===== src/rtl/core/ipv4_wildcard_dotted_parser_defines.svh =====
// ============================================================================
// ipv4_wildcard_dotted_parser_defines.svh
// Assertion macros shared by the dotted-quad parser RTL.
// ============================================================================
`ifndef IPV4_WILDCARD_DOTTED_PARSER_DEFINES_SVH
`define IPV4_WILDCARD_DOTTED_PARSER_DEFINES_SVH

// Same-cycle implication, disabled while reset is asserted.
`define IWDP_ASSERT_NOW(lbl, clk_s, rstn_s, ante, cons, msg) \
    lbl: assert property (@(posedge clk_s) disable iff (!rstn_s) (ante) |-> (cons)) \
        else $error(msg);

// Next-cycle implication, disabled while reset is asserted.
`define IWDP_ASSERT_NEXT(lbl, clk_s, rstn_s, ante, cons, msg) \
    lbl: assert property (@(posedge clk_s) disable iff (!rstn_s) (ante) |=> (cons)) \
        else $error(msg);

`endif


===== src/rtl/core/iwdp_pkg.sv =====
// ============================================================================
// iwdp_pkg
// Types and constants of the wildcard dotted-quad IPv4 parser.
// ============================================================================
`default_nettype none

package iwdp_pkg;

    localparam logic [7:0]  CH_ZERO      = 8'h30;
    localparam logic [7:0]  CH_NINE      = 8'h39;
    localparam logic [7:0]  CH_DOT       = 8'h2E;
    localparam logic [7:0]  CH_STAR      = 8'h2A;
    localparam logic [7:0]  OCTET_ALL    = 8'hFF;
    localparam logic [11:0] OCTET_LIMIT  = 12'd255;
    localparam logic [2:0]  MAX_ELEMENTS = 3'd4;

    typedef enum logic [2:0] {
        ERR_NONE         = 3'd0,
        ERR_TOO_MANY     = 3'd1,
        ERR_LEADING_ZERO = 3'd2,
        ERR_OVERFLOW     = 3'd3,
        ERR_BAD_CHAR     = 3'd4,
        ERR_TOO_FEW      = 3'd5
    } err_t;

    typedef enum logic [1:0] {
        WC_NONE = 2'd0,
        WC_DOT  = 2'd1,
        WC_STAR = 2'd2
    } wc_phase_t;

    typedef struct packed {
        logic            digit_seen;
        logic [2:0]      element_count;
        logic [1:0]      byte_position;
        logic [3:0][7:0] address_bytes;
        logic [3:0]      wildcard_marks;
        wc_phase_t       wildcard_phase;
        err_t            first_error;
    } parse_state_t;

    localparam parse_state_t STATE_RESET = '{
        digit_seen:     1'b0,
        element_count:  3'd0,
        byte_position:  2'd0,
        address_bytes:  '0,
        wildcard_marks: 4'd0,
        wildcard_phase: WC_NONE,
        first_error:    ERR_NONE
    };

    typedef struct packed {
        err_t        error_kind;
        logic [31:0] mask;
        logic [31:0] address;
        logic        valid_res;
    } result_t;

endpackage

`default_nettype wire


===== src/rtl/core/iwdp_step.sv =====
// ============================================================================
// iwdp_step
// Next-state and result logic for one character of the address text.
// ============================================================================
`default_nettype none

module iwdp_step
    import iwdp_pkg::*;
(
    input  parse_state_t cur_state,
    input  logic [7:0]   char_code,
    input  logic         is_last,
    output parse_state_t state_next,
    output result_t      result
);

    parse_state_t nx;
    logic [1:0]   pos;
    logic [1:0]   pos_inc;
    logic [7:0]   cur;
    logic [11:0]  val;
    logic [7:0]   digit_full;
    logic         is_digit;
    logic         count_full;

    always_comb
    begin
        nx         = cur_state;
        pos        = cur_state.byte_position;
        pos_inc    = pos + 2'd1;
        cur        = cur_state.address_bytes[pos];
        digit_full = char_code - CH_ZERO;
        // cur * 10 + digit
        val        = {1'b0, cur, 3'b000} + {3'b000, cur, 1'b0} + {8'd0, digit_full[3:0]};
        is_digit   = (char_code >= CH_ZERO) && (char_code <= CH_NINE);
        count_full = cur_state.element_count >= MAX_ELEMENTS;

        // Once an error is latched, ignore the rest of the text.
        if (cur_state.first_error == ERR_NONE)
        begin
            case (cur_state.wildcard_phase)
                WC_DOT:
                begin
                    if (count_full)
                    begin
                        nx.first_error = ERR_TOO_MANY;
                    end
                    else
                    begin
                        nx.element_count = cur_state.element_count + 3'd1;
                        if (char_code != CH_DOT)
                            nx.first_error = ERR_BAD_CHAR;
                        else
                            nx.wildcard_phase = WC_STAR;
                    end
                end
                WC_STAR:
                begin
                    if (char_code != CH_STAR)
                    begin
                        nx.first_error = ERR_BAD_CHAR;
                    end
                    else
                    begin
                        nx.byte_position           = pos_inc;
                        nx.address_bytes[pos_inc]  = OCTET_ALL;
                        nx.wildcard_marks[pos_inc] = 1'b1;
                        nx.wildcard_phase          = WC_DOT;
                    end
                end
                default:
                begin
                    if (char_code == CH_STAR && !cur_state.digit_seen)
                    begin
                        if (count_full)
                        begin
                            nx.first_error = ERR_TOO_MANY;
                        end
                        else
                        begin
                            nx.element_count       = cur_state.element_count + 3'd1;
                            nx.address_bytes[pos]  = OCTET_ALL;
                            nx.wildcard_marks[pos] = 1'b1;
                            nx.wildcard_phase      = WC_DOT;
                        end
                    end
                    else if (is_digit)
                    begin
                        if (cur_state.digit_seen && cur == 8'd0)
                        begin
                            nx.first_error = ERR_LEADING_ZERO;
                        end
                        else if (val > OCTET_LIMIT)
                        begin
                            nx.first_error = ERR_OVERFLOW;
                        end
                        else
                        begin
                            nx.address_bytes[pos] = val[7:0];
                            if (!cur_state.digit_seen && count_full)
                            begin
                                nx.first_error = ERR_TOO_MANY;
                            end
                            else
                            begin
                                if (!cur_state.digit_seen)
                                    nx.element_count = cur_state.element_count + 3'd1;
                                nx.digit_seen = 1'b1;
                            end
                        end
                    end
                    else if (char_code == CH_DOT && cur_state.digit_seen)
                    begin
                        if (count_full)
                        begin
                            nx.first_error = ERR_TOO_MANY;
                        end
                        else
                        begin
                            nx.byte_position           = pos_inc;
                            nx.address_bytes[pos_inc]  = 8'd0;
                            nx.wildcard_marks[pos_inc] = 1'b0;
                            nx.digit_seen              = 1'b0;
                        end
                    end
                    else
                    begin
                        nx.first_error = ERR_BAD_CHAR;
                    end
                end
            endcase
        end
    end

    always_comb
    begin
        result.error_kind = nx.first_error;
        if (nx.first_error == ERR_NONE
            && (nx.wildcard_phase == WC_STAR || nx.element_count < MAX_ELEMENTS))
            result.error_kind = ERR_TOO_FEW;
        result.valid_res = (result.error_kind == ERR_NONE);
        if (result.valid_res)
        begin
            result.address = {nx.address_bytes[0], nx.address_bytes[1],
                              nx.address_bytes[2], nx.address_bytes[3]};
            result.mask    = {{8{~nx.wildcard_marks[0]}}, {8{~nx.wildcard_marks[1]}},
                              {8{~nx.wildcard_marks[2]}}, {8{~nx.wildcard_marks[3]}}};
        end
        else
        begin
            result.address = 32'd0;
            result.mask    = 32'd0;
        end
    end

    // Start the next text from a clean state.
    assign state_next = is_last ? STATE_RESET : nx;

endmodule

`default_nettype wire


===== src/rtl/core/ipv4_wildcard_dotted_parser.sv =====
// ============================================================================
// ipv4_wildcard_dotted_parser
// Streaming parser for dotted-quad IPv4 text with '*' wildcard elements.
// ============================================================================
// The block takes one ASCII character per transaction, with tlast on the final
// character, and returns one result transaction per text: valid flag, 32-bit
// address, 32-bit mask and the first error seen. One character is taken every
// cycle unless a closing character is held back; the character goes through an
// input register, combinational parse logic updates the parse state, and the
// result lands in an output register, from which it is offered on m_tvalid.
// A closing character waits in the input register only while the previous
// result is still held unaccepted in the output register. The parse state
// update, once per character, sets the rate.
`default_nettype none

`include "ipv4_wildcard_dotted_parser_defines.svh"

module ipv4_wildcard_dotted_parser
    import iwdp_pkg::*;
(
    input  logic        clk,
    input  logic        rst_n,
    input  logic        s_tvalid,
    output logic        s_tready,
    input  logic [7:0]  s_tdata,   // [7:0] char_code
    input  logic        s_tlast,   // is_last
    output logic        m_tvalid,
    input  logic        m_tready,
    output logic [71:0] m_tdata    // [0] valid_res, [32:1] address, [64:33] mask,
                                   // [67:65] error_kind, [71:68] zero
);

    logic         in_valid_reg;
    logic         in_valid_next;
    logic [7:0]   char_reg;
    logic         last_reg;
    parse_state_t state_reg;
    parse_state_t state_next;
    parse_state_t step_state;
    logic         out_valid_reg;
    logic         out_valid_next;
    result_t      out_reg;
    result_t      step_result;
    logic         out_free;
    logic         advance;

    iwdp_step u_step (
        .cur_state  (state_reg),
        .char_code  (char_reg),
        .is_last    (last_reg),
        .state_next (step_state),
        .result     (step_result)
    );

    // A closing character moves only when the result register can take it.
    assign out_free = !out_valid_reg || m_tready;
    assign advance  = in_valid_reg && (!last_reg || out_free);
    assign s_tready = !in_valid_reg || advance;

    always_comb
    begin
        in_valid_next = s_tready ? s_tvalid : in_valid_reg;
        state_next    = advance ? step_state : state_reg;
        if (advance && last_reg)
            out_valid_next = 1'b1;
        else if (m_tready)
            out_valid_next = 1'b0;
        else
            out_valid_next = out_valid_reg;
    end

    always_ff @(posedge clk or negedge rst_n)
    begin
        if (!rst_n)
        begin
            in_valid_reg  <= 1'b0;
            state_reg     <= STATE_RESET;
            out_valid_reg <= 1'b0;
        end
        else
        begin
            in_valid_reg  <= in_valid_next;
            state_reg     <= state_next;
            out_valid_reg <= out_valid_next;
        end
    end

    always_ff @(posedge clk)
    begin
        if (s_tvalid && s_tready)
        begin
            char_reg <= s_tdata;
            last_reg <= s_tlast;
        end
        if (advance && last_reg)
            out_reg <= step_result;
    end

    assign m_tvalid = out_valid_reg;
    assign m_tdata  = {4'd0, out_reg.error_kind, out_reg.mask, out_reg.address,
                       out_reg.valid_res};

    `IWDP_ASSERT_NOW(a_valid_matches_error, clk, rst_n, out_valid_reg,
        out_reg.valid_res == (out_reg.error_kind == ERR_NONE),
        "valid flag disagrees with error code")
    `IWDP_ASSERT_NOW(a_invalid_zero_fields, clk, rst_n, out_valid_reg && !out_reg.valid_res,
        out_reg.address == 32'd0 && out_reg.mask == 32'd0,
        "rejected text carries nonzero address or mask")
    `IWDP_ASSERT_NEXT(a_state_cleared_after_text, clk, rst_n, advance && last_reg,
        state_reg == STATE_RESET && out_valid_reg,
        "parse state not cleared or result missing after closing character")
    `IWDP_ASSERT_NOW(a_element_count_bound, clk, rst_n, 1'b1,
        state_reg.element_count <= MAX_ELEMENTS,
        "element count beyond four")

endmodule

`default_nettype wire


===== config.mk =====
export PLATFORM = sky130hd
export DESIGN_NAME = ipv4_wildcard_dotted_parser
export DESIGN_NICKNAME = d
export VERILOG_FILES = /design/src/rtl/core/iwdp_pkg.sv /design/src/rtl/core/iwdp_step.sv /design/src/rtl/core/ipv4_wildcard_dotted_parser.sv
export VERILOG_INCLUDE_DIRS = /design/src /design/src/rtl/core
export SDC_FILE = /design/constraint.sdc
export NUM_CORES = 1
export LEC_CHECK = 0
export BUFFER_PORTS_ARGS = -buffer_cell sky130_fd_sc_hd__clkbuf_2
export CAP_MARGIN = 5
export CORE_AREA = 2 2 127 129
export CTS_BUF_LIST = sky130_fd_sc_hd__clkbuf_16
export DETAILED_ROUTE_END_ITERATION = 10
export DIE_AREA = 0 0 129 131
export SLEW_MARGIN = 20
export SYNTH_ARGS = -nofsm -noshare
export SYNTH_HDL_FRONTEND = slang
export SYNTH_SLANG_ARGS = --single-unit
export TNS_END_PERCENT = 10

===== constraint.sdc =====
create_clock -name clk -period 9 [get_ports clk]
set_input_delay 1.35 -clock clk [delete_from_list [all_inputs] [get_ports clk]]
set_output_delay 1.35 -clock clk [all_outputs]
set_load 0.01 [all_outputs]

==> qor.csv, run 1 <==
metric,value,unit
hold_viol_final,0,
crit_end,m_tdata[11]$_SDFFCE_PP0P_,
clock_latency,0.37,ns
overflow,0,
die_h,131,µm
min_period_over_period,64.30,%
antenna_found_initial,0,
cts_setup_buffers,0,
routed_wirelength,21540,µm
largest_reg_flops,47,
maxCapViolCount,0,
die_w,129,µm
crit_cells,12,
internal_power,794.7,µW
seq_area_frac_synth,40.10,%
n_antenna_cell,0,
critical_path.max_fanout,35,
use_met1,37.29,%
numPlacedInstances,944,
status,finished clean,
rows,46,
slowest_delay,0.78,ns
grt-busiest-layer,met2,
path_buf_inv,1,
ant_nets,0,
hp-class,reg2reg,
crit_path_end_kind,flop,
portBuffers,82,
setup_ws,3.213,ns
grt_setup_unrepaired,false,
grt_pass1_wl,33230,µm
dr.first_iter.drc_count,731,
ys_seq_elements,98,
firstDrtPassIters,7,
synth_top_area_share,21.88,%
cts-resized-gates,0,
yosys.cell_types.count,75,
startpoint_type,flop,
clk_path_buf_depth,2,
r2r-end,m_tdata[11]$_SDFFCE_PP0P_,
cts_hold_buf,0,
place_congestion,0.9875,
die_area,0.01690,mm²
io_pins,87,
ir_drop,0.0001092,V
syn_to_final_growth,8.798,%
pwr-share-seq,42.1,%
initial_core_util,43.13,%
max_freq,172.8,MHz
period_needed,5.787,ns
p_comb_share,27.7,%
synth_flop_cell,edfxtp_1,
rr_startpoint,state_reg[41]$_DFFE_PN0P_,
synth_area_per_cell,9.434,µm²
drive_above_1_share,19.89,%
cp-startpoint,state_reg[41]$_DFFE_PN0P_,
setup_viol,0,
mappedNetlistArea,0.006726,mm²
path_class,reg2reg,
track_usage,26.13,%
slowest_stage,dfrtp_1,
fin_cells,960,
crit_chain,mux4_2 -> fa_1 -> inv_1 -> fa_1 -> nand2b_1 -> a21oi_1 -> o31ai_1 -> xor2_1 -> nand3_1 -> a21oi_1 -> nand4_4 -> a311oi_1,
core-area,0.01560,mm²
hold_depth,2,
yosysTopAreaCell,edfxtp_1,
async_flop_share,50.00,%
synthCells,713,
hpwl,15450,µm
drc_errors,0,
ys_warn_count,0,
slew_headroom,30.08,%
viasPerCell,6.342,
reg2regPathDepth,12,
r2r_setup_slack,3.21,ns
numCtsBuffers,9,
cts.sinks,98,
vias,6088,
dpl_worst_slack,3.270,ns
tightest_slew,1.049,ns
grt_pass1_vias,5585,
grt_util_met2,38.87,%
cp_top_family,compound AO/OA/AOI/OAI gates,
cts_root_buf,clkbuf_16,
clk_pin_slew,0.07,ns
grt_max_degree,50,
p_leak,3.079,nW
finClkSkew,0.01080,ns
nets,777,
slew_viol_final,0,
power_switching,479.6,µW
clkPwrFrac,30.2,%
powerDensity,174.1,mW/mm²
fin_setup_tns,0,ns
detail_route.wl_per_cell,22.43,µm
use_met3,6.433,%
synth_enable_flop_cells,49,
worst_ep_arrival_time,5.95,ns
cts_tree,done,
ys_top_cells_by_area,"edfxtp_1 22%, dfrtp_1 18%, a21oi_1 5.7%",
switching_share,37.64,%
worstPathRequired,9.17,ns
htreeDepth,3,
## worst min path at each step
stage                              start                        end  slack (ns)
3_3_place_gp    state_reg[5]$_DFFE_PN0P_   state_reg[5]$_DFFE_PN0P_        0.51
2_1_floorplan   state_reg[5]$_DFFE_PN0P_   state_reg[5]$_DFFE_PN0P_        0.47
6_report        state_reg[5]$_DFFE_PN0P_   state_reg[5]$_DFFE_PN0P_        0.53
5_1_grt        state_reg[44]$_DFFE_PN0P_  state_reg[44]$_DFFE_PN0P_        0.57
4_1_cts         state_reg[5]$_DFFE_PN0P_   state_reg[5]$_DFFE_PN0P_        0.53
3_5_place_dp    state_reg[5]$_DFFE_PN0P_   state_reg[5]$_DFFE_PN0P_        0.51
## stage by stage
stage | hold slack [ns] | cell area [µm²] | util, % | total power, mW
after floorplan | 0.4721 | 6738 | - | 0.7684
after global placement | 0.5071 | 7033 | 45.09 | 0.8857
after detailed placement | 0.5090 | 7033 | 45.09 | 0.8872
after CTS | 0.5253 | 7318 | 46.92 | 1.270
after global routing | 0.5722 | 7318 | 46.92 | 1.327
final | 0.5280 | 7318 | 46.92 | 1.274
## cell usage in the layout, fill, tap and decap left out, types with 4 or more instances in the layout
cell type   n
clkbuf_16   9
xnor2_1     5
a21o_1     23
or3_1       5
nor2_1     41
o211ai_1    9
buf_4      12
a221o_1     4
o21ai_0    56
a21oi_1    77
nand2_1    61
a221oi_1   16
xor2_1      5
conb_1      4
o22ai_1     8
nand2b_1    4
and2_1      9
ha_1       23
inv_1      22
nor3_2      8
a22o_1      7
a311oi_1    9
a31oi_1     7
nor3_1     12
nor4_1      4
clkbuf_2   82
o21a_1      4
mux4_2      7
a211oi_1    7
dfrtp_1    49
o21ai_2     4
nand3_1    11
nand4_1     8
and3_1      7
o31ai_1     6
nand3b_1    5
edfxtp_1   49
## metal layers
metal | vias to the layer above | wire, µm
met5 | - | 0
met4 | 0 | 552
met3 | 39 | 2117
met2 | 348 | 9563
met1 | 3000 | 9301
li1 | 2701 | -
## Yosys cell counts, types with 9 or more instances
library cell,number
edfxtp_1,49
a221oi_1,16
and2_1,9
nand2_1,61
a21oi_1,77
buf_4,33
ha_1,23
a21o_1,23
nand3_1,11
o21ai_0,57
o211ai_1,9
a311oi_1,9
clkbuf_1,33
inv_1,22
nor2_1,41
dfrtp_1,49
nor3_1,12
## worst reg2reg max path, cell delays in order, from the launching register on
cell      delay (ns)
dfrtp_1         0.78
mux4_2          0.67
fa_1            0.55
inv_1           0.07
fa_1            0.48
nand2b_1        0.19
a21oi_1         0.23
o31ai_1         0.13
xor2_1          0.66
nand3_1         0.29
a21oi_1         0.50
nand4_4         0.59
a311oi_1        0.48
## logic make-up after synthesis
kind of cell / Yosys count / share of synthesized area, %
AOI/OAI and AO/OA: 265 / 26.19
xor gates and xnor gates: 10 / 1.302
adders and majority gates: 25 / 4.874
buffers and inverters: 104 / 8.352
DFF: 98 / 40.10
muxes: 11 / 3.218
other: 1 / 0.05575
and+or+nand+nor: 199 / 15.90
## layout make-up
type | instances | area, µm²
timing repair buffer | 94 | 500.5
tap | 216 | 270.3
sequential | 98 | 2698
multi-input combinational | 514 | 3482
clock buffer | 9 | 225.2
clock inverter | 7 | 60.06
fill | 1467 | 8279
inverter | 22 | 82.58
## power groups by stage
stage | Sequential (mW) | Combinational [mW] | Clock [mW]
after floorplan | 0.532 | 0.237 | 0
after global placement | 0.543 | 0.343 | 0
after detailed placement | 0.543 | 0.344 | 0
after CTS | 0.534 | 0.346 | 0.391
after global routing | 0.539 | 0.379 | 0.409
final | 0.536 | 0.353 | 0.385
Note: power is estimated with default switching activity, not from simulation.
==> run 2, diff against run 1 <==
- ABC_AREA: default -> 1
- CORE_AREA: 2 2 127 129 -> 2 2 135 137
- DIE_AREA: 0 0 129 131 -> 0 0 137 139
- clock period: 9 -> 5.5 ns (I/O delays scaled with it)
==> run 2 against run 1 <==
Net effect:
- synthesized area up 14%
- sequential share of layout area shrank 4.3 points
- hold slack improved by 0.0074 ns
- utilization increased by 0.062 points
- clock power rose by 68%
- combinational power rose by 1%
- critical path type unchanged
- die area rose by 13%
- highest routed layer unchanged
==> qor.csv, run 2 <==
metric,value,unit,change
initial_core_util,43.40,%,+0.27 points
drive_above_1_share,12.85,%,-7.0 points
cp-startpoint,state_reg[41]$_DFFE_PN0P_,,
yosysTopAreaCell,nand2_1,,
seq_area,0.002698,mm²,unchanged
grt_pass1_wl,36550,µm,+10%
clock_latency,0.37,ns,about the same
firstDrtPassIters,5,,-2
totalPowerFinal,1.843,mW,+45%
crit_path_end_kind,flop,,
cts_root_buf,clkbuf_16,,
hp-class,reg2reg,,
detail_route.wl_per_cell,16.00,µm,-29%
ys_warn_count,0,,unchanged
yosys.cell_types.count,38,,-49%
cts_tree,done,,
powerDensity,222.2,mW/mm²,+28%
hpwl,15300,µm,-0.96%
place_congestion,0.9789,,-0.87%
final_common_cell,nand2_1,,
synth_area_per_cell,6.669,µm²,-29%
routed_wirelength,22590,µm,+4.9%
drc_errors,0,,unchanged
n_antenna_cell,0,,unchanged
clk_path_buf_depth,2,,unchanged
ant_nets,0,,unchanged
p_leak,3.835,nW,+25%
slew_viol_final,0,,unchanged
period_needed,4.461,ns,-1.326 ns
min_period_over_period,81.11,%,+17 points
die_w,137,µm,+6.2%
syn_to_final_growth,8.263,%,
grt_max_degree,76,,+52%
antenna_found_initial,0,,unchanged
clkPwrFrac,35.0,%,+4.8 points
largest_reg_flops,47,,unchanged
pwr-share-seq,45.6,%,+3.5 points
cts-resized-gates,0,,unchanged
synth_most_common_cell,nand2_1,,
grt_pass1_vias,6719,,+20%
ys_top_cells_by_area,"nand2_1 20%, edfxtp_1 19%, dfrtp_1 16%",,
finClkSkew,0.009922,ns,-0.0008794 ns
htreeDepth,3,,unchanged
async_flop_share,50.00,%,unchanged
dr.first_iter.drc_count,652,,-11%
clk_pin_slew,0.07,ns,about the same
io_pins,87,,unchanged
overflow,0,,unchanged
r2r-end,m_tdata[32]$_SDFFCE_PP0P_,,
worst_ep_arrival_time,4.66,ns,-1.29 ns
portBuffers,82,,unchanged
r2r_setup_slack,1.04,ns,-2.17 ns
status,finished clean,,
internal_power,1.255,mW,+58%
synth_top_area_share,20.13,%,-1.7 points
final_cell_mix,"410 x nand2_1, 136 x inv_1, 84 x a21oi_1",,
synthCells,1149,,+61%
dpl_worst_slack,1.113,ns,-2.157 ns
fin_setup_tns,0,ns,unchanged
switching_share,31.92,%,-5.7 points
seq_area_frac_synth,35.21,%,-4.9 points
mappedNetlistArea,0.007662,mm²,+14%
hold_viol_final,0,,unchanged
vias,7365,,+21%
ys_top_cells_by_count,"411 x nand2_1, 137 x inv_1, 84 x a21oi_1",,
power_switching,588.3,µW,+23%
slew_headroom,29.32,%,-0.76 points
numCtsBuffers,9,,unchanged
die_h,139,µm,+6.1%
ir_drop,0.0001399,V,+28%
viasPerCell,5.216,,-18%
cts_setup_buffers,0,,unchanged
ys_seq_elements,98,,unchanged
core-area,0.01766,mm²,+13%
maxCapViolCount,0,,unchanged
reg2regPathDepth,21,,+9
hold_depth,2,,unchanged
synth_flop_cell,edfxtp_1,,
cts.sinks,98,,unchanged
synth_enable_flop_cells,49,,unchanged
worstPathRequired,5.70,ns,-3.47 ns
path_class,reg2reg,,
tightest_slew,1.049,ns,+0.0003693 ns
max_freq,224.2,MHz,+30%
setup_ws,1.039,ns,-2.174 ns
crit_end,m_tdata[32]$_SDFFCE_PP0P_,,
cts_hold_buf,0,,unchanged
multi_input_area,0.004029,mm²,+16%
critical_path.max_fanout,37,,+5.7%
p_comb_share,19.4,%,-8.3 points
grt_setup_unrepaired,false,,
startpoint_type,flop,,
fillers,1818,,+24%
setup_viol,0,,unchanged
nets,1216,,+56%
rr_startpoint,state_reg[41]$_DFFE_PN0P_,,
rows,49,,+6.5%
die_area,0.01904,mm²,+13%
track_usage,24.69,%,-1.4 points
-- run 2: cell families (layout without fill, tap and decap cells) --
kind of cell               Yosys count  in the layout  share of synthesized area, %
AOI/OAI and AO/OA                  200            200                         14.73
xor gates and xnor gates             5              5                        0.5715
adders and majority gates           25             25                         4.278
buffers and inverters              216            247                         12.56
DFF                                 98             98                         35.21
other                                1              4                       0.04894
and+or+nand+nor                    604            604                         32.61
-- run 2: area by class of cell --
type                    count  area share, %
flip-flops and latches     98          32.52
well taps                 229          3.454
multi-input cells         838          48.57
clock inverters             7         0.7391
inverters                 142          6.425
clock buffers               9          2.715
repair buffers             89          5.581
-- run 2: critical path, stage by stage (launching register included) --
cell,delay (ns)
dfrtp_1,0.82
inv_2,0.27
nand2_1,0.13
nand3_1,0.07
nand2_1,0.09
inv_1,0.07
fa_1,0.53
inv_1,0.06
fa_1,0.45
inv_1,0.08
nand3_1,0.07
nand2_1,0.10
nand2_1,0.07
nand3_1,0.08
nand2_1,0.06
nor2_2,0.13
nand2_2,0.13
o21ai_2,0.19
nand3_1,0.14
nor2_4,0.16
nand2_4,0.34
nor2_1,0.24
-- run 2: power by group through the flow --
stage / clock [mW] / sequential [mW] / combinational [mW]
final: 0.645 / 0.840 / 0.358
after global routing: 0.691 / 0.844 / 0.405
after CTS: 0.658 / 0.839 / 0.357
after detailed placement: 0 / 0.854 / 0.355
after global placement: 0 / 0.854 / 0.354
after floorplan: 0 / 0.846 / 0.261
-- run 2: stage by stage --
stage          util [%]  hold slack, ns  std cells  instance area [µm²]
4_1_cts           46.98          0.5347       1412                 8295
2_1_floorplan         -          0.4872       1152                 7674
3_5_place_dp      45.36          0.5171       1396                 8009
6_report          46.98          0.5354       1412                 8295
3_3_place_gp      45.36          0.5175       1396                 8009
5_1_grt           46.98          0.5709       1412                 8295
-- run 2: worst min-delay path by stage --
stage / start / end / slack, ns
CTS: state_reg[17]$_DFFE_PN0P_ / state_reg[17]$_DFFE_PN0P_ / 0.53
global route: state_reg[17]$_DFFE_PN0P_ / state_reg[17]$_DFFE_PN0P_ / 0.57
floorplan: state_reg[14]$_DFFE_PN0P_ / state_reg[14]$_DFFE_PN0P_ / 0.49
detailed placement: state_reg[17]$_DFFE_PN0P_ / state_reg[17]$_DFFE_PN0P_ / 0.52
global placement: state_reg[17]$_DFFE_PN0P_ / state_reg[17]$_DFFE_PN0P_ / 0.52
finish: state_reg[17]$_DFFE_PN0P_ / state_reg[17]$_DFFE_PN0P_ / 0.54
-- run 2: routing by layer --
layer	share of wire (%)	GRT usage, %
met4	2.9	9.712
met3	5.9	3.363
met2	44	37.00
met5	0	0
met1	47	35.85
==> run 3, diff against run 2 <==
- clock period: 5.5 -> 4.2 ns (I/O delays scaled with it)
==> run 3 against run 2 <==
Net effect:
- count of clock-buffer cells in the layout did not move
- wire length fell by 2.1%
- critical endpoint is now m_tdata[16]$_SDFFCE_PP0P_
- critical path type unchanged
- first-iteration DRC count fell by 12%
- clock skew fell by 0.00083 ns
- sequential share of layout area fell by 0.30 points
- final area rose by 0.98%
- sequential power rose by 31%
- non-clock buffer count rose by 6
==> qor.csv, run 3 (synthesis results as in run 2) <==
metric,value,unit,change
slew_viol_final,0,,unchanged
overflow,0,,unchanged
drc_errors,0,,unchanged
hpwl,15430,µm,+0.84%
hold_viol_final,0,,unchanged
fillers,1811,,-0.39%
io_pins,87,,unchanged
finClkSkew,0.009088,ns,-0.0008347 ns
fin_hold_ws,0.3642,ns,-0.1713 ns
cts.sinks,98,,unchanged
powerDensity,288.2,mW/mm²,+30%
r2r-end,m_tdata[16]$_SDFFCE_PP0P_,,
reg2regPathDepth,20,,-4.8%
cp-startpoint,state_reg[41]$_DFFE_PN0P_,,
worstPathRequired,4.42,ns,-1.28 ns
final_common_cell,nand2_1,,
rr_startpoint,state_reg[41]$_DFFE_PN0P_,,
dr.first_iter.drc_count,576,,-12%
n_antenna_cell,0,,unchanged
period_needed,3.930,ns,-0.5311 ns
status,finished clean,,
grt_setup_unrepaired,true,,
ant_nets,0,,unchanged
crit_path_end_kind,flop,,
totalPowerFinal,2.414,mW,+31%
viasPerCell,5.249,,+0.63%
grt_pass1_wl,35710,µm,-2.3%
die_h,139,µm,unchanged
tightest_slew,0.9742,ns,-0.07491 ns
r2r_setup_slack,0.27,ns,-0.77 ns
startpoint_type,flop,,
path_class,reg2reg,,
clk_pin_slew,0.07,ns,about the same
ir_drop,0.0001892,V,+35%
place_congestion,0.9597,,-2.0%
numCtsBuffers,9,,unchanged
portBuffers,82,,unchanged
drive_above_1_share,13.79,%,+0.94 points
grt_pass1_vias,6646,,-1.1%
firstDrtPassIters,4,,-1
cts_setup_buffers,0,,unchanged
die_w,137,µm,unchanged
final_cell_mix,"407 x nand2_1, 137 x inv_1, 84 x a21oi_1",,
cts_tree,done,,
slew_headroom,34.36,%,+5.0 points
routed_wirelength,22120,µm,-2.1%
syn_to_final_growth,9.324,%,
htreeDepth,3,,unchanged
track_usage,23.99,%,-0.70 points
vias,7443,,+1.1%
core-area,0.01766,mm²,unchanged
cts_root_buf,clkbuf_16,,
rows,49,,unchanged
detail_route.wl_per_cell,15.60,µm,-2.5%
hp-class,in2async,,
die_area,0.01904,mm²,unchanged
largest_reg_flops,47,,unchanged
worst_ep_arrival_time,4.15,ns,-0.51 ns
clock_latency,0.36,ns,about the same
critical_path.max_fanout,29,,-22%
crit_end,m_tdata[16]$_SDFFCE_PP0P_,,
maxCapViolCount,0,,unchanged
min_period_over_period,93.56,%,+12 points
initial_core_util,43.40,%,unchanged
max_freq,254.5,MHz,+14%
setup_viol,0,,unchanged
clk_path_buf_depth,2,,unchanged
p_leak,3.888,nW,+1.4%
antenna_found_initial,0,,unchanged
nets,1222,,+0.49%
grt_max_degree,73,,-3.9%
## run 3: cell types whose count changed in the layout (fill, tap and decap cells not counted), sizes merged
cell	before	now
buf	7	13
inv	142	144
clkinv	5	4
clkinvlp	1	0
## run 3: area by class of cell
cell class / count / area, µm² / area share (%)
timing repair buffer: 95 / 533.0 / 6.363
tap: 229 / 286.5 / 3.420
multi-input combinational: 838 / 4036 / 48.19
inverter: 142 / 535.5 / 6.393
clock buffer: 9 / 225.2 / 2.689
clock inverter: 7 / 61.31 / 0.7319
sequential: 98 / 2699 / 32.22
## run 3: worst min-delay path by stage
stage                                    from                         to  slack [ns]  depth (start not counted)
floorplan                               rst_n   in_valid_reg$_DFFE_PN0N_        0.33                          0
global placement         m_tvalid$_DFFE_PN0P_       m_tvalid$_DFFE_PN0P_        0.52                          2
detailed placement  state_reg[17]$_DFFE_PN0P_  state_reg[17]$_DFFE_PN0P_        0.51                          2
CTS                                     rst_n   in_valid_reg$_DFFE_PN0N_        0.39                          1
global route                            rst_n   in_valid_reg$_DFFE_PN0N_        0.42                          1
finish                                  rst_n   in_valid_reg$_DFFE_PN0N_        0.36                          1
## run 3: timing repair
| item | in CTS | in global routing |
|---|---|---|
| hold buffers | 0 | 0 |
| resized for setup | 0 | 6 |
| endpoints found under the setup margin | 0 | 36 |
## run 3: through the flow
stage / std cells / utilization, % / instance area (µm²) / worst slack [ns] / setup TNS, ns
6_report: 1418 / 47.44 / 8377 / 0.2703 / 0
2_1_floorplan: 1152 / - / 7674 / 0.7917 / 0
5_1_grt: 1418 / 47.44 / 8377 / -0.01367 / -0.03855
4_1_cts: 1418 / 47.36 / 8363 / 0.2418 / 0
3_5_place_dp: 1402 / 45.74 / 8077 / 0.2651 / 0
3_3_place_gp: 1402 / 45.74 / 8077 / 0.3624 / 0
## run 3: critical path, stage by stage (launching register included)
cell and delay, ns:
dfrtp_1 0.43, buf_12 0.17, o211ai_1 0.19, nand2_1 0.14, fa_1 0.55, inv_1 0.07
fa_1 0.46, inv_1 0.09, nand3_1 0.06, nand2_1 0.10, nand2_1 0.07, nand3_1 0.09
nand2_1 0.07, nor2_2 0.14, nand2_2 0.14, o21ai_2 0.22, nand3_1 0.14, nor2_4 0.16
nand2_4 0.12, buf_12 0.20, nor2_1 0.12
## run 3: routing by layer
metal	share of wire [%]	wire length [µm]	track usage (%)	up-vias
li1	-	-	-	3725
met4	2.1	475	7.651	0
met3	5.7	1268	2.485	27
met2	45	9856	36.48	265
met1	48	10520	35.63	3426
met5	0	0	0	-
## run 3: power breakdown
group / switching, mW / internal [mW]
combinational: 0.336 / 0.139
sequential: 0.0476 / 1.05
clock: 0.381 / 0.457
total: 0.764 / 1.65
